--- src/hw/rtl/gstg_pkg.sv ---
package gstg_pkg;

    // fixed point formats
    localparam int WEIGHT_BITS = 16;
    localparam int VALUE_BITS  = 16;
    localparam int COORD_BITS  = 32;
    localparam int LEVEL_BITS  = 4;
    localparam int LEVEL_MAX   = 15;
    localparam int FIELD_BITS  = 11;
    localparam int CFG_DATA_BITS  = 64;
    localparam int CFG_INDEX_BITS = 3;

    typedef logic signed [VALUE_BITS-1:0] value_t;
    typedef logic [WEIGHT_BITS-1:0]       weight_t;
    typedef logic [LEVEL_BITS-1:0]        level_t;

    // configuration register indexes
    localparam logic [CFG_INDEX_BITS-1:0] REG_MIN_X        = 3'd0;
    localparam logic [CFG_INDEX_BITS-1:0] REG_MIN_Y        = 3'd1;
    localparam logic [CFG_INDEX_BITS-1:0] REG_MIN_Z        = 3'd2;
    localparam logic [CFG_INDEX_BITS-1:0] REG_GRID_COUNTS  = 3'd3;
    localparam logic [CFG_INDEX_BITS-1:0] REG_GRID_LEVEL   = 3'd4;
    localparam logic [CFG_INDEX_BITS-1:0] REG_CORNERS_LOW  = 3'd5;
    localparam logic [CFG_INDEX_BITS-1:0] REG_CORNERS_HIGH = 3'd6;

    // one cell along each axis
    localparam logic [3*FIELD_BITS-1:0] GRID_COUNTS_RESET = 33'd4196353;

    // weight divider axis
    typedef enum logic [1:0] {
        AXIS_X,
        AXIS_Y,
        AXIS_Z
    } axis_t;

    // lerp passes: four along x, two along y, one along z
    typedef enum logic [2:0] {
        STEP_XA,
        STEP_XB,
        STEP_XC,
        STEP_XD,
        STEP_YLO,
        STEP_YHI,
        STEP_Z
    } step_t;

    typedef enum logic [2:0] {
        ST_IDLE,
        ST_DIV_GO,
        ST_DIV_WAIT,
        ST_LERP_GO,
        ST_LERP_WAIT,
        ST_OUT
    } state_t;

endpackage

--- src/hw/rtl/gstg_if.sv ---
interface gstg_req_if;
    logic valid;
    logic ready;
    logic restart;

    modport source (output valid, output restart, input ready);
    modport sink (input valid, input restart, output ready);
endinterface

interface gstg_rsp_if;
    logic               valid;
    logic               ready;
    logic signed [31:0] cell_x;
    logic signed [31:0] cell_y;
    logic signed [31:0] cell_z;
    logic [3:0]         cell_level;
    logic signed [15:0] value;
    logic               last;

    modport source (output valid, output cell_x, output cell_y, output cell_z,
                    output cell_level, output value, output last, input ready);
    modport sink (input valid, input cell_x, input cell_y, input cell_z,
                  input cell_level, input value, input last, output ready);
endinterface

--- src/hw/rtl/gstg_div.sv ---
module gstg_div
    import gstg_pkg::*;
#(
    parameter int DW = 26,
    parameter int QW = 16
)(
    input  logic          clk,
    input  logic          rst_n,
    input  logic          start,
    input  logic [DW-1:0] num,
    input  logic [DW-1:0] den,
    output logic          done,
    output logic [QW-1:0] quot
);

    localparam int CNT_W = $clog2(QW + 1);

    logic [DW-1:0]    rem_reg;
    logic [DW-1:0]    den_reg;
    logic [QW-1:0]    quot_reg;
    logic [CNT_W-1:0] cnt_reg;
    logic             busy_reg;
    logic             done_reg;

    logic [DW:0] trial;
    logic        fits;

    // restoring division, one quotient bit a cycle; num < den on entry
    assign trial = {rem_reg, 1'b0};
    assign fits  = trial >= {1'b0, den_reg};

    always_ff @(posedge clk or negedge rst_n)
    begin
        if (!rst_n)
        begin
            busy_reg <= 1'b0;
            done_reg <= 1'b0;
            cnt_reg  <= '0;
        end
        else if (start)
        begin
            busy_reg <= 1'b1;
            done_reg <= 1'b0;
            cnt_reg  <= CNT_W'(QW);
        end
        else if (busy_reg)
        begin
            cnt_reg <= cnt_reg - 1'b1;
            if (cnt_reg == CNT_W'(1))
            begin
                busy_reg <= 1'b0;
                done_reg <= 1'b1;
            end
        end
        else
        begin
            done_reg <= 1'b0;
        end
    end

    always_ff @(posedge clk)
    begin
        if (start)
        begin
            rem_reg  <= num;
            den_reg  <= den;
            quot_reg <= '0;
        end
        else if (busy_reg)
        begin
            rem_reg  <= fits ? DW'(trial - {1'b0, den_reg}) : DW'(trial);
            quot_reg <= {quot_reg[QW-2:0], fits};
        end
    end

    assign done = done_reg;
    assign quot = quot_reg;

    a_rem_below_den: assert property (@(posedge clk) disable iff (!rst_n)
        done_reg |-> rem_reg < den_reg)
        else $error("divider remainder not below divisor");

endmodule

--- src/hw/rtl/gstg_lerp.sv ---
module gstg_lerp
    import gstg_pkg::*;
(
    input  logic    clk,
    input  logic    rst_n,
    input  logic    start,
    input  value_t  a,
    input  value_t  b,
    input  weight_t w,
    output logic    done,
    output value_t  y
);

    localparam int PROD_W = VALUE_BITS + WEIGHT_BITS + 2;

    logic signed [VALUE_BITS:0]  diff;
    logic signed [PROD_W-1:0]    prod;
    logic signed [PROD_W-1:0]    prod_reg;
    value_t                      a_reg;
    logic                        s1_valid_reg;
    logic                        done_reg;
    value_t                      y_reg;
    logic signed [PROD_W-1:0]    scaled;

    assign diff = $signed({b[VALUE_BITS-1], b}) - $signed({a[VALUE_BITS-1], a});
    assign prod = PROD_W'(diff * $signed({1'b0, w}));
    // arithmetic shift floors toward minus infinity
    assign scaled = prod_reg >>> WEIGHT_BITS;

    always_ff @(posedge clk or negedge rst_n)
    begin
        if (!rst_n)
        begin
            s1_valid_reg <= 1'b0;
            done_reg     <= 1'b0;
        end
        else
        begin
            s1_valid_reg <= start;
            done_reg     <= s1_valid_reg;
        end
    end

    always_ff @(posedge clk)
    begin
        if (start)
        begin
            prod_reg <= prod;
            a_reg    <= a;
        end
        // result lies between a and b, so the low bits are exact
        if (s1_valid_reg)
        begin
            y_reg <= a_reg + scaled[VALUE_BITS-1:0];
        end
    end

    assign done = done_reg;
    assign y    = y_reg;

    a_no_overlap: assert property (@(posedge clk) disable iff (!rst_n)
        start |-> !s1_valid_reg && !done_reg)
        else $error("lerp started while a pass is in flight");

endmodule

--- src/hw/rtl/grid_scan_trilinear_generator_core.sv ---
// grid scan with trilinear fill
//
// req channel: one request per cell; restart=1 goes back to the first cell.
// rsp channel: one result per request with the cell coordinates
// min + index * 2^level, the level, the interpolated Q8.8 value and a last
// flag on the final cell. Cells run x fastest, then y, then z; the request
// after the last cell starts the scan again.
// cfg port: cfg_we writes cfg_data into register cfg_index; write only
// while no request is in flight.
// A request runs three weight divisions on the bit-serial divider (one
// quotient bit a cycle), seven lerps through the shared multiplier and
// one output step. One request is worked on at a time; req.ready is high
// only while the sequencer idles, so a new request is taken only once the
// previous result has been loaded into the output register.
// The result sits in an output register, so the next request is taken while
// rsp is stalled; a finished result waits there until rsp.ready.
// Reset clears the scan position to the first cell and loads the register
// defaults (one cell per axis, level 0, corners zero).
module grid_scan_trilinear_generator_core
    import gstg_pkg::*;
#(
    parameter int MAX_COUNT = 1024
)(
    input  logic                      clk,
    input  logic                      rst_n,
    input  logic                      cfg_we,
    input  logic [CFG_INDEX_BITS-1:0] cfg_index,
    input  logic [CFG_DATA_BITS-1:0]  cfg_data,
    gstg_req_if.sink                  req,
    gstg_rsp_if.source                rsp
);

    localparam int CNT_BITS = $clog2(MAX_COUNT + 1);
    localparam int CW       = (CNT_BITS > FIELD_BITS) ? CNT_BITS : FIELD_BITS;
    localparam int IDX_W    = (MAX_COUNT > 1) ? $clog2(MAX_COUNT) : 1;
    localparam int DW       = CW + LEVEL_MAX;

    // configuration
    logic [15:0]              min_x_reg, min_y_reg, min_z_reg;
    logic [3*FIELD_BITS-1:0]  grid_counts_reg;
    level_t                   grid_level_reg;
    logic [63:0]              corners_low_reg, corners_high_reg;

    // scan position and current cell
    logic [IDX_W-1:0] index_x_reg, index_y_reg, index_z_reg;
    logic [IDX_W-1:0] cur_x_reg, cur_y_reg, cur_z_reg;
    logic             last_reg;

    state_t  state_reg, state_next;
    axis_t   axis_reg;
    step_t   step_reg;
    weight_t wx_reg, wy_reg, wz_reg;
    value_t  la_reg, lb_reg, lc_reg, ld_reg, llo_reg, lhi_reg;

    logic signed [COORD_BITS-1:0] out_x_reg, out_y_reg, out_z_reg;
    level_t                       out_level_reg;
    value_t                       out_value_reg;
    logic                         out_last_reg;
    logic                         out_valid_reg;

    logic accept, div_start, lerp_start, load_out;

    function automatic logic [CW-1:0] sat_count(input logic [FIELD_BITS-1:0] f);
        logic [CW-1:0] e;
        e = CW'(f);
        if (e == '0)
            e = CW'(1);
        else if (e > CW'(MAX_COUNT))
            e = CW'(MAX_COUNT);
        return e;
    endfunction

    logic [CW-1:0] nx, ny, nz;
    assign nx = sat_count(grid_counts_reg[FIELD_BITS-1:0]);
    assign ny = sat_count(grid_counts_reg[2*FIELD_BITS-1:FIELD_BITS]);
    assign nz = sat_count(grid_counts_reg[3*FIELD_BITS-1:2*FIELD_BITS]);

    // effective position: restart or a stale position starts over
    logic          stale, at_end, x_wrap, y_wrap;
    logic [IDX_W-1:0] ex, ey, ez;
    assign stale = req.restart || (CW'(index_x_reg) >= nx) || (CW'(index_y_reg) >= ny)
                   || (CW'(index_z_reg) >= nz);
    assign ex = stale ? '0 : index_x_reg;
    assign ey = stale ? '0 : index_y_reg;
    assign ez = stale ? '0 : index_z_reg;
    assign x_wrap = (CW'(ex) + CW'(1)) >= nx;
    assign y_wrap = (CW'(ey) + CW'(1)) >= ny;
    assign at_end = (CW'(ex) == nx - CW'(1)) && (CW'(ey) == ny - CW'(1))
                    && (CW'(ez) == nz - CW'(1));

    // weight divider operands
    logic [IDX_W-1:0] div_idx;
    logic [CW-1:0]    div_cnt;
    logic [DW-1:0]    div_num, div_den;
    logic             div_done;
    weight_t          div_quot;

    always_comb
    begin
        case (axis_reg)
            AXIS_X:
            begin
                div_idx = cur_x_reg;
                div_cnt = nx;
            end
            AXIS_Y:
            begin
                div_idx = cur_y_reg;
                div_cnt = ny;
            end
            default:
            begin
                div_idx = cur_z_reg;
                div_cnt = nz;
            end
        endcase
    end

    assign div_num = DW'(div_idx) << grid_level_reg;
    assign div_den = (DW'(div_cnt - CW'(1)) << grid_level_reg) + DW'(1);

    gstg_div #(
        .DW (DW),
        .QW (WEIGHT_BITS)
    ) u_div (
        .clk   (clk),
        .rst_n (rst_n),
        .start (div_start),
        .num   (div_num),
        .den   (div_den),
        .done  (div_done),
        .quot  (div_quot)
    );

    // lerp operands per pass
    value_t  lerp_a, lerp_b, lerp_y;
    weight_t lerp_w;
    logic    lerp_done;

    always_comb
    begin
        case (step_reg)
            STEP_XA:
            begin
                lerp_a = corners_low_reg[15:0];
                lerp_b = corners_low_reg[31:16];
                lerp_w = wx_reg;
            end
            STEP_XB:
            begin
                lerp_a = corners_low_reg[47:32];
                lerp_b = corners_low_reg[63:48];
                lerp_w = wx_reg;
            end
            STEP_XC:
            begin
                lerp_a = corners_high_reg[15:0];
                lerp_b = corners_high_reg[31:16];
                lerp_w = wx_reg;
            end
            STEP_XD:
            begin
                lerp_a = corners_high_reg[47:32];
                lerp_b = corners_high_reg[63:48];
                lerp_w = wx_reg;
            end
            STEP_YLO:
            begin
                lerp_a = la_reg;
                lerp_b = lb_reg;
                lerp_w = wy_reg;
            end
            STEP_YHI:
            begin
                lerp_a = lc_reg;
                lerp_b = ld_reg;
                lerp_w = wy_reg;
            end
            default:
            begin
                lerp_a = llo_reg;
                lerp_b = lhi_reg;
                lerp_w = wz_reg;
            end
        endcase
    end

    gstg_lerp u_lerp (
        .clk   (clk),
        .rst_n (rst_n),
        .start (lerp_start),
        .a     (lerp_a),
        .b     (lerp_b),
        .w     (lerp_w),
        .done  (lerp_done),
        .y     (lerp_y)
    );

    // sequencer
    always_ff @(posedge clk or negedge rst_n)
    begin
        if (!rst_n)
            state_reg <= ST_IDLE;
        else
            state_reg <= state_next;
    end

    always_comb
    begin
        state_next = state_reg;
        accept     = 1'b0;
        div_start  = 1'b0;
        lerp_start = 1'b0;
        load_out   = 1'b0;
        case (state_reg)
            ST_IDLE:
            begin
                accept = req.valid;
                if (req.valid)
                    state_next = ST_DIV_GO;
            end
            ST_DIV_GO:
            begin
                div_start  = 1'b1;
                state_next = ST_DIV_WAIT;
            end
            ST_DIV_WAIT:
            begin
                if (div_done)
                    state_next = (axis_reg == AXIS_Z) ? ST_LERP_GO : ST_DIV_GO;
            end
            ST_LERP_GO:
            begin
                lerp_start = 1'b1;
                state_next = ST_LERP_WAIT;
            end
            ST_LERP_WAIT:
            begin
                if (lerp_done)
                    state_next = (step_reg == STEP_Z) ? ST_OUT : ST_LERP_GO;
            end
            ST_OUT:
            begin
                if (!out_valid_reg || rsp.ready)
                begin
                    load_out   = 1'b1;
                    state_next = ST_IDLE;
                end
            end
            default:
            begin
                state_next = ST_IDLE;
            end
        endcase
    end

    // configuration and scan position
    always_ff @(posedge clk or negedge rst_n)
    begin
        if (!rst_n)
        begin
            min_x_reg        <= '0;
            min_y_reg        <= '0;
            min_z_reg        <= '0;
            grid_counts_reg  <= GRID_COUNTS_RESET;
            grid_level_reg   <= '0;
            corners_low_reg  <= '0;
            corners_high_reg <= '0;
            index_x_reg      <= '0;
            index_y_reg      <= '0;
            index_z_reg      <= '0;
            axis_reg         <= AXIS_X;
            step_reg         <= STEP_XA;
            out_valid_reg    <= 1'b0;
        end
        else
        begin
            if (cfg_we)
            begin
                case (cfg_index)
                    REG_MIN_X:        min_x_reg        <= cfg_data[15:0];
                    REG_MIN_Y:        min_y_reg        <= cfg_data[15:0];
                    REG_MIN_Z:        min_z_reg        <= cfg_data[15:0];
                    REG_GRID_COUNTS:  grid_counts_reg  <= cfg_data[3*FIELD_BITS-1:0];
                    REG_GRID_LEVEL:   grid_level_reg   <= cfg_data[LEVEL_BITS-1:0];
                    REG_CORNERS_LOW:  corners_low_reg  <= cfg_data;
                    REG_CORNERS_HIGH: corners_high_reg <= cfg_data;
                    default:          ;
                endcase
            end
            if (accept)
            begin
                axis_reg <= AXIS_X;
                step_reg <= STEP_XA;
                if (at_end)
                begin
                    index_x_reg <= '0;
                    index_y_reg <= '0;
                    index_z_reg <= '0;
                end
                else if (!x_wrap)
                begin
                    index_x_reg <= ex + 1'b1;
                    index_y_reg <= ey;
                    index_z_reg <= ez;
                end
                else if (!y_wrap)
                begin
                    index_x_reg <= '0;
                    index_y_reg <= ey + 1'b1;
                    index_z_reg <= ez;
                end
                else
                begin
                    index_x_reg <= '0;
                    index_y_reg <= '0;
                    index_z_reg <= ez + 1'b1;
                end
            end
            if (state_reg == ST_DIV_WAIT && div_done)
            begin
                case (axis_reg)
                    AXIS_X:  axis_reg <= AXIS_Y;
                    default: axis_reg <= AXIS_Z;
                endcase
            end
            if (state_reg == ST_LERP_WAIT && lerp_done && step_reg != STEP_Z)
                step_reg <= step_t'(step_reg + 3'd1);
            if (load_out)
                out_valid_reg <= 1'b1;
            else if (rsp.ready)
                out_valid_reg <= 1'b0;
        end
    end

    // datapath payload
    always_ff @(posedge clk)
    begin
        if (accept)
        begin
            cur_x_reg <= ex;
            cur_y_reg <= ey;
            cur_z_reg <= ez;
            last_reg  <= at_end;
        end
        if (state_reg == ST_DIV_WAIT && div_done)
        begin
            case (axis_reg)
                AXIS_X:  wx_reg <= div_quot;
                AXIS_Y:  wy_reg <= div_quot;
                default: wz_reg <= div_quot;
            endcase
        end
        if (state_reg == ST_LERP_WAIT && lerp_done)
        begin
            case (step_reg)
                STEP_XA:  la_reg  <= lerp_y;
                STEP_XB:  lb_reg  <= lerp_y;
                STEP_XC:  lc_reg  <= lerp_y;
                STEP_XD:  ld_reg  <= lerp_y;
                STEP_YLO: llo_reg <= lerp_y;
                STEP_YHI: lhi_reg <= lerp_y;
                // final pass stays in the lerp output until the result is loaded
                default:  ;
            endcase
        end
        if (load_out)
        begin
            out_x_reg     <= {{(COORD_BITS-16){min_x_reg[15]}}, min_x_reg}
                             + (COORD_BITS'(cur_x_reg) << grid_level_reg);
            out_y_reg     <= {{(COORD_BITS-16){min_y_reg[15]}}, min_y_reg}
                             + (COORD_BITS'(cur_y_reg) << grid_level_reg);
            out_z_reg     <= {{(COORD_BITS-16){min_z_reg[15]}}, min_z_reg}
                             + (COORD_BITS'(cur_z_reg) << grid_level_reg);
            out_level_reg <= grid_level_reg;
            out_value_reg <= lerp_y;
            out_last_reg  <= last_reg;
        end
    end

    assign req.ready      = (state_reg == ST_IDLE);
    assign rsp.valid      = out_valid_reg;
    assign rsp.cell_x     = out_x_reg;
    assign rsp.cell_y     = out_y_reg;
    assign rsp.cell_z     = out_z_reg;
    assign rsp.cell_level = out_level_reg;
    assign rsp.value      = out_value_reg;
    assign rsp.last       = out_last_reg;

    a_busy_after_request: assert property (@(posedge clk) disable iff (!rst_n)
        (req.valid && req.ready) |=> !req.ready)
        else $error("request taken while a cell is in flight");

    a_result_from_sequencer: assert property (@(posedge clk) disable iff (!rst_n)
        $rose(rsp.valid) |-> $past(state_reg == ST_OUT))
        else $error("result raised outside the output step");

    a_result_held: assert property (@(posedge clk) disable iff (!rst_n)
        (rsp.valid && !rsp.ready) |=> rsp.valid && $stable(rsp.value)
            && $stable(rsp.cell_x) && $stable(rsp.last))
        else $error("stalled result changed");

endmodule
--- src/flat_wrapper.sv ---
// flat-port wrapper written by rule: the top's interface ports become plain ports
module grid_scan_trilinear_generator_core_flat import gstg_pkg::*;
#(
    parameter int MAX_COUNT = 1024
)
  (clk, rst_n, cfg_we, cfg_index, cfg_data, req_valid, req_restart, req_ready, rsp_valid, rsp_cell_x, rsp_cell_y, rsp_cell_z, rsp_cell_level, rsp_value, rsp_last, rsp_ready);
  gstg_req_if req_i ();
  gstg_rsp_if rsp_i ();
  input  logic clk;
  input  logic rst_n;
  input  logic cfg_we;
  input  logic [CFG_INDEX_BITS-1:0] cfg_index;
  input  logic [CFG_DATA_BITS-1:0] cfg_data;
  input wire logic [$bits(req_i.valid)-1:0] req_valid;
  input wire logic [$bits(req_i.restart)-1:0] req_restart;
  output wire logic [$bits(req_i.ready)-1:0] req_ready;
  output wire logic [$bits(rsp_i.valid)-1:0] rsp_valid;
  output wire logic [$bits(rsp_i.cell_x)-1:0] rsp_cell_x;
  output wire logic [$bits(rsp_i.cell_y)-1:0] rsp_cell_y;
  output wire logic [$bits(rsp_i.cell_z)-1:0] rsp_cell_z;
  output wire logic [$bits(rsp_i.cell_level)-1:0] rsp_cell_level;
  output wire logic [$bits(rsp_i.value)-1:0] rsp_value;
  output wire logic [$bits(rsp_i.last)-1:0] rsp_last;
  input wire logic [$bits(rsp_i.ready)-1:0] rsp_ready;
  assign req_i.valid = req_valid;
  assign req_i.restart = req_restart;
  assign req_ready = req_i.ready;
  assign rsp_valid = rsp_i.valid;
  assign rsp_cell_x = rsp_i.cell_x;
  assign rsp_cell_y = rsp_i.cell_y;
  assign rsp_cell_z = rsp_i.cell_z;
  assign rsp_cell_level = rsp_i.cell_level;
  assign rsp_value = rsp_i.value;
  assign rsp_last = rsp_i.last;
  assign rsp_i.ready = rsp_ready;
  grid_scan_trilinear_generator_core #(.MAX_COUNT(MAX_COUNT)) u_core (.clk(clk), .rst_n(rst_n), .cfg_we(cfg_we), .cfg_index(cfg_index), .cfg_data(cfg_data), .req(req_i), .rsp(rsp_i));
endmodule
--- config.mk ---
export PLATFORM = sky130hd
export DESIGN_NAME = grid_scan_trilinear_generator_core_flat
export DESIGN_NICKNAME = d
export VERILOG_FILES = /design/src/hw/rtl/gstg_pkg.sv /design/src/hw/rtl/gstg_if.sv /design/src/hw/rtl/gstg_div.sv /design/src/hw/rtl/gstg_lerp.sv /design/src/hw/rtl/grid_scan_trilinear_generator_core.sv /design/src/flat_wrapper.sv
export SDC_FILE = /design/constraint.sdc
export NUM_CORES = 2
export LEC_CHECK = 0
export BUFFER_PORTS_ARGS = -buffer_cell sky130_fd_sc_hd__buf_2
export CORE_MARGIN = 5
export CORE_UTILIZATION = 40
export CTS_CLUSTER_SIZE = 40
export DETAILED_ROUTE_END_ITERATION = 16
export MAX_ROUTING_LAYER = met4
export PLACE_DENSITY = 0.6
export SLEW_MARGIN = 0
export SYNTH_ARGS = -nofsm -noshare
export SYNTH_HDL_FRONTEND = slang
export SYNTH_SLANG_ARGS = --single-unit
--- constraint.sdc ---
create_clock -name clk -period 9.5 [get_ports clk]
set_input_delay 0.95 -clock clk [delete_from_list [all_inputs] [get_ports clk]]
set_output_delay 0.95 -clock clk [all_outputs]
set_load 0.1 [all_outputs]
Word level (Yosys, flattened, before mapping)
Index checks and enable logic that the tools add are counted.
{"block": "word_totals", "ff_bits": 685, "input_bits": 73, "out_inout_bits": 119, "word_cells": 200}
{"block": "op_classes", "shift": 5, "n_mul": 1, "eq_ne": 29, "n_reduce_logical": 41, "bitwise": 1, "add_sub_neg": 18, "mux": 52, "n_lt_le_gt_ge": 9}
{"operator": "16-bit case mux with 6 select lines", "count": 2}
{"operator": "10-bit two-way mux", "count": 11}
{"operator": "32-bit adder", "count": 3}
{"operator": "10-bit by 4-bit left shift with 32-bit output", "count": 3}
{"operator": "26-bit two-way mux", "count": 3}
{"operator": "11-bit two-way mux", "count": 6}
{"operator": "10-bit by 11-bit equality test with 1-bit output", "count": 3}
{"operator": "10-bit by 11-bit greater-or-equal comparator with 1-bit output", "count": 3}
{"operator": "11-bit greater-than comparator, second input constant", "count": 3}
{"operator": "11-bit zero test", "count": 3}
{"operator": "11-bit by 1-bit subtractor with 11-bit output, second input constant", "count": 3}
{"operator": "17-bit by 17-bit multiplier with 32-bit output", "count": 1}
{"operator": "16-bit case mux with 2 select lines", "count": 1}
{"operator": "2-bit AND reduction", "count": 16}
{"operator": "10-bit by 1-bit adder with 10-bit output, second input constant", "count": 3}
{"operator": "27-bit by 26-bit greater-or-equal comparator with 1-bit output", "count": 1}
{"operator": "26-bit by 1-bit adder with 26-bit output, second input constant", "count": 1}
{"operator": "10-bit by 4-bit left shift with 26-bit output", "count": 1}
{"operator": "26-bit by 4-bit left shift with 26-bit output", "count": 1}
{"operator": "26-bit subtractor", "count": 1}
{"operator": "3-bit equality test, second input constant", "count": 8}
{"operator": "10-bit by 1-bit adder with 11-bit output, second input constant", "count": 2}
{"operator": "11-bit greater-or-equal comparator", "count": 2}
{"operator": "11-bit case mux with 2 select lines", "count": 1}
{"operator": "30 further kinds", "count": 74}

Depth between registers and ports, before layout
{"block": "depth", "ltp_word": 13, "depth_mapped": 45, "ltp_nobuf": 42}

Hierarchy
Synthesis repeated with hierarchy kept, for this count alone.
{"block": "hier_totals", "hier_cells": 4801, "hier_area_um2": 49319.8}
{"mod": "grid_scan_trilinear_generator_core", "seq_area_each_um2": 15078.2, "cells_per_inst": 2894, "area_each_um2": 31209.9, "instances": 1}
{"mod": "gstg_lerp", "seq_area_each_um2": 1491.4, "cells_per_inst": 1477, "area_each_um2": 13550.5, "instances": 1}
{"mod": "gstg_div", "seq_area_each_um2": 2057.0, "cells_per_inst": 430, "area_each_um2": 4559.4, "instances": 1}

Worst setup path after synthesis
No wires, ideal clock.
{"block": "synth_timing", "path_type": "reg2reg", "start": "reg u_core.step_reg[2]", "end": "reg u_core.u_lerp.prod_reg[30] (data pin)", "arrival_time_ns": 9.920, "period_less_slack_ns": 10.182, "t_required_ns": 9.238, "setup_ns": 0.262, "path_buffers": 4, "path_stages_with_launch": 44, "slack_ns": -0.682, "cell_sequence": "dfrtp_1 > clkbuf_1 > inv_1 > ha_1 > clkbuf_1 > inv_1 > o21ai_1 > nor2_1 > clkbuf_1 > buf_1 > nor2_1 > or2_2 > ha_1 > nor2b_1 > o21ai_0 > a21boi_0 > o21ai_0 > a21boi_0 > [8 not listed] > fa_1 > inv_1 > fa_1 > fa_1 > inv_1 > fa_1 > inv_1 > ha_1 > a21o_1 > a21oi_1 > nand2_1 > a211o_1 > a31o_2 > o211a_1 > o21a_1 > o21ai_0 > a21oi_1 > xor2_1"}
{"block": "synth_via", "elab_chain_cells": 4, "elab_cells_between_ends": 13, "cone_classes": "1 x add/sub; 1 x mul; 5 x eq/ne; 3 x mux; 3 x reduce/logical"}
{"item": "start: declaration", "line_no": "grid_scan_trilinear_generator_core.sv:51", "source": "step_t step_reg;"}
{"item": "start signal: assignment", "line_no": "grid_scan_trilinear_generator_core.sv:328", "source": "step_reg <= step_t'(step_reg + 3'd1);"}
{"item": "3-bit equality test (tied with other cells)", "line_no": "grid_scan_trilinear_generator_core.sv:142", "source": "case (step_reg)"}
{"item": "16-bit case mux with 6 select lines (tied with other cells)", "line_no": "grid_scan_trilinear_generator_core.sv:142"}
{"item": "16-bit by 16-bit subtractor with 17-bit output or 16-bit case mux with 2 select lines (tied branches)", "line_no": "gstg_lerp.sv:25, grid_scan_trilinear_generator_core.sv:142"}
{"item": "17-bit by 17-bit multiplier with 32-bit output *", "line_no": "gstg_lerp.sv:26", "source": "assign prod = PROD_W'(diff * $signed({1'b0, w}));"}
{"item": "via u_core.u_lerp.prod[30]", "line_no": "gstg_lerp.sv:17", "source": "logic signed [PROD_W-1:0] prod;"}
{"item": "end signal: assignment", "line_no": "gstg_lerp.sv:48", "source": "prod_reg <= prod;"}
{"item": "end: declaration", "line_no": "gstg_lerp.sv:18", "source": "logic signed [PROD_W-1:0] prod_reg;"}
The timed path passes the listed nets; every way through them passes the cells marked *.
A chain may end at the register's enable or synchronous reset.

Worst setup path after layout
{"block": "layout_timing", "start": "reg u_core.step_reg[1]", "end": "reg u_core.u_lerp.prod_reg[29] (data pin)"}
The elaborated chain is that of the path after synthesis.

==> out/results.md <==
* in2async — Hold Crit Class
* 5413 — Mapped Nets
* 41 — logic depth of the worst register-to-register path
* 118000 um — detailed-placement wirelength estimate
* sky130_fd_sc_hd__inv_1 — most frequently used cell type in the post-synthesis netlist
* 0.0186 mm^2 — sequential cell area
* 0 — Max-cap violations
* 0.162 mV — Max VDD drop
* 22.8 um — mean routed wirelength per cell
* 1.17 ns — actual transition at the worst max-transition pin
* 17 — initial antenna violation count
* 9.92 ns — Crit path required time
* 24.2 nW — Static Leak
* 3 — CTS H-Tree Depth
* 187 mW/mm^2 — Cell Pwr Density
* 5735 — total number of nets in the final design
* 155000 um — total wire length
* 19.8% — share of cells above drive strength 1
* 0 — overflow left after global routing
* 23.9% — GRT Total Usage
* 10.5 mW — sum of internal, switching and leakage power
* sky130_fd_sc_hd__edfxtp_1 — dominant cell type by area after synthesis
* yes — TritonCTS clock tree
* 3731 — DR iter-0 viols
* 0 — count of hold buffers inserted by post-cts repair
* sky130_fd_sc_hd__inv_1 (498), sky130_fd_sc_hd__nor2_1 (465), sky130_fd_sc_hd__edfxtp_1 (392), sky130_fd_sc_hd__nand2_1 (367), sky130_fd_sc_hd__ha_1 (285) — most used standard cells in the synthesized netlist
* 192 — num ports
* flop — kind of start point of the critical path
* 0.31 ns — setup slack of the worst register-to-register path
* 0 — Post-route DRC
* sky130_fd_sc_hd__fa_1 — cell with the largest stage delay on the worst path
* flop — kind of end point of the critical path
* 40.1% — starting utilization of the core area
* u_core.step_reg[1]$_DFFE_PN0P_ — worst reg2reg path startpoint
* 0.987 — Placer Congestion
* 0 — YS warnings
* 39.0% — async set-or-reset flop fraction in the synthesized netlist
* 24.2% — area share of the largest cell type after synthesis
* 15.5% — area delta synth->final
* 10.2 um^2 — synthesized area divided by synthesized cell count
* 359 um — height of the die
* u_core.u_lerp.prod_reg[29]$_DFFE_PP_ — Worst R2R End
* 232000 um — global-route wire length before repair
* 5.63 — mean number of vias per cell
* sky130_fd_sc_hd__edfxtp_1 (24%), sky130_fd_sc_hd__dfrtp_1 (13%), sky130_fd_sc_hd__fa_1 (11%), sky130_fd_sc_hd__ha_1 (7.3%), sky130_fd_sc_hd__mux2_2 (6.2%) — main area contributors after synthesis
* 0.0262 ns — final worst clock skew
* 191 — IO Port Bufs
* 0 — final setup violation count
* 0 — final count of pins violating max slew
* 8 — maximum net fanout on the critical path
* 9.19 ns — shortest period the worst path allows
* 76 — clock buffers created by TritonCTS
* 92 — Synth cell types
* sky130_fd_sc_hd__clkbuf_16 — buffer cell driving the clock tree root
* 0.121 mm^2 — Placeable Area
* 0.0487 mm^2 — Cell Area, Synth
* 3 — worst-case clock buffer depth
* 359 um — x dimension of the die
* 8 — iteration count of the initial detailed-routing pass
* sky130_fd_sc_hd__fa_1 — Top cell by count, worst path
* 178 — pin count of the biggest net entering global routing
* sky130_fd_sc_hd__edfxtp_1 — most frequently used flop master after synthesis
* 0 ns — TNS Setup
* 109 MHz — maximum clock rate
* true — unrepaired setup endpoints after global routing
* 669 — number of sinks on the clock net
* 38.3k — number of vias after detailed routing
* 38.2% — sequential share of the synthesized area
* 128 — number of core rows
* 21.9% — Rel. slew slack
* 0.67 ns — insertion delay of the later-clocked pin in the worst-skew pair
* 0 — residual antenna-violating net count after detailed routing
* 37.1k — vias in the first global route
* 0 — number of failing hold endpoints at the final stage
* finished, final reports clean — status
* 11.4k — fillers
* 96.8% — post-route clock period utilization
* 0.06 ns — Worst-path clk slew
* 0.54 ns — Slowest Stage Delay on Critical Path
* reg2reg — type of the worst setup path
* 9.61 ns — arrival time at the worst endpoint
* 0.0280 mm^2 — area used by multi-input combinational logic
* 669 — #FFs+latches synth
* 4790 — Post-Syn Instances
* 0.129 mm^2 — area enclosed by the die boundary
* 392 — Post-synth EDFFs
==> cells by family (layout without fill, tap and decap cells) <==
| logic type | count (synthesis) | after routing | synth area share (%) |
|---|---|---|---|
| other cells | 0 | 12 | 0 |
| compound gates | 918 | 918 | 12.8 |
| mux | 369 | 369 | 8.30 |
| flops | 669 | 669 | 38.2 |
| fa+ha+maj | 550 | 550 | 18.2 |
| buf+inv | 708 | 1093 | 5.48 |
| simple gates | 1387 | 1387 | 13.5 |
| xor+xnor | 189 | 189 | 3.40 |
==> placed cells by master, fill, tap and decap left out, types with 20 or more instances in the layout <==
cell,Yosys,final
sky130_fd_sc_hd__or3_1,23,22
sky130_fd_sc_hd__edfxtp_1,392,392
sky130_fd_sc_hd__o21a_1,48,48
sky130_fd_sc_hd__mux2_2,268,268
sky130_fd_sc_hd__o211ai_1,23,23
sky130_fd_sc_hd__xor2_1,54,51
sky130_fd_sc_hd__xnor2_1,135,127
sky130_fd_sc_hd__fa_1,265,255
sky130_fd_sc_hd__nor2b_1,52,48
sky130_fd_sc_hd__and2_1,63,63
sky130_fd_sc_hd__o22ai_1,38,38
sky130_fd_sc_hd__mux2i_1,100,100
sky130_fd_sc_hd__nor3_1,79,72
sky130_fd_sc_hd__nand4_1,46,46
sky130_fd_sc_hd__a21o_1,52,52
sky130_fd_sc_hd__nand2_1,367,366
sky130_fd_sc_hd__buf_2,4,190
sky130_fd_sc_hd__a221oi_1,30,29
sky130_fd_sc_hd__ha_1,285,269
sky130_fd_sc_hd__nor2_1,465,447
sky130_fd_sc_hd__nand3_1,75,74
sky130_fd_sc_hd__o31ai_1,30,29
sky130_fd_sc_hd__inv_1,498,486
sky130_fd_sc_hd__nor4_1,28,28
sky130_fd_sc_hd__nand2b_1,57,57
sky130_fd_sc_hd__and3_1,25,25
sky130_fd_sc_hd__clkbuf_16,0,79
sky130_fd_sc_hd__o21ai_0,187,177
sky130_fd_sc_hd__a21oi_1,176,168
sky130_fd_sc_hd__a31oi_1,44,43
sky130_fd_sc_hd__or2_2,28,26
sky130_fd_sc_hd__a211oi_1,31,28
sky130_fd_sc_hd__dfrtp_1,258,251
sky130_fd_sc_hd__a22o_1,20,20
sky130_fd_sc_hd__a22oi_1,53,51
sky130_fd_sc_hd__buf_4,0,245
==> per-stage QoR <==
stage,utilization [%],area (um^2),instances,hold slack [ns],setup WS [ns]
finish,46.4,56300,6812,0.330,0.308
global route,46.3,56300,6809,0.358,-0.0180
CTS,45.8,55600,6784,0.312,0.0261
detailed placement,43.6,52900,6643,0.434,-0.269
global placement,43.6,52900,6643,0.403,-0.116
floorplan,-,48800,4790,0.400,0.00331
==> worst max path at each step <==
stage / start / end / slack, ns / depth (start not counted)
global placement: u_core.step_reg[1]$_DFFE_PN0P_ / u_core.u_lerp.prod_reg[30]$_DFFE_PP_ / -0.12 / 40
floorplan: u_core.step_reg[2]$_DFFE_PN0P_ / u_core.u_lerp.prod_reg[29]$_DFFE_PP_ / 0.003 / 44
CTS: u_core.step_reg[0]$_DFFE_PN0P_ / u_core.u_lerp.prod_reg[29]$_DFFE_PP_ / 0.03 / 40
finish: u_core.step_reg[1]$_DFFE_PN0P_ / u_core.u_lerp.prod_reg[29]$_DFFE_PP_ / 0.31 / 41
global route: u_core.step_reg[1]$_DFFE_PN0P_ / u_core.u_lerp.prod_reg[29]$_DFFE_PP_ / -0.02 / 42
detailed placement: u_core.step_reg[0]$_DFFE_PN0P_ / u_core.u_lerp.prod_reg[29]$_DFFE_PP_ / -0.27 / 39
==> worst max-delay path, delay by kind of cell, from the launching register on <==
family          cells  cell delay (ns)
compound gates     13             2.67
fa+ha+maj          10             3.69
buf+inv             8             0.69
flops               1             0.46
simple gates        8             1.11
xor+xnor            2             0.29
==> repair_timing <==
item                                    in CTS  in global routing
endpoints found under the setup margin       4                 14
gates cloned                                 0                  1
resized for setup                           10                135
endpoints found under the hold margin        0                  0
pin swaps                                    2                 80
setup buffers                                0                 15
==> power by group <==
group	leakage, nW	switching, mW	total [mW]	internal, mW
Combinational	16.1	2.30	3.85	1.55
Sequential	6.90	0.231	3.60	3.37
Clock	1.27	1.28	3.09	1.81
==> final cells by class <==
cell class | count | share of cell area [%]
inverters | 502 | 3.36
clock buffers | 105 | 3.84
well taps | 1625 | 3.61
clock inverters | 36 | 0.838
repair buffers | 450 | 5.34
multi-input cells | 3413 | 49.8
flip-flops and latches | 669 | 33.1
diodes | 12 | 0.0534
==> metal layers <==
layer,up-vias,part of all wire (%),GRT usage [%],wire (um)
met1,18900,45,33.5,69400
li1,17600,-,-,-
met4,0,3.4,7.55,5350
met3,290,8.1,4.30,12500
met5,-,0,-,0
met2,1615,44,35.4,68000
No activity file was read; power rests on OpenSTA's default activity.
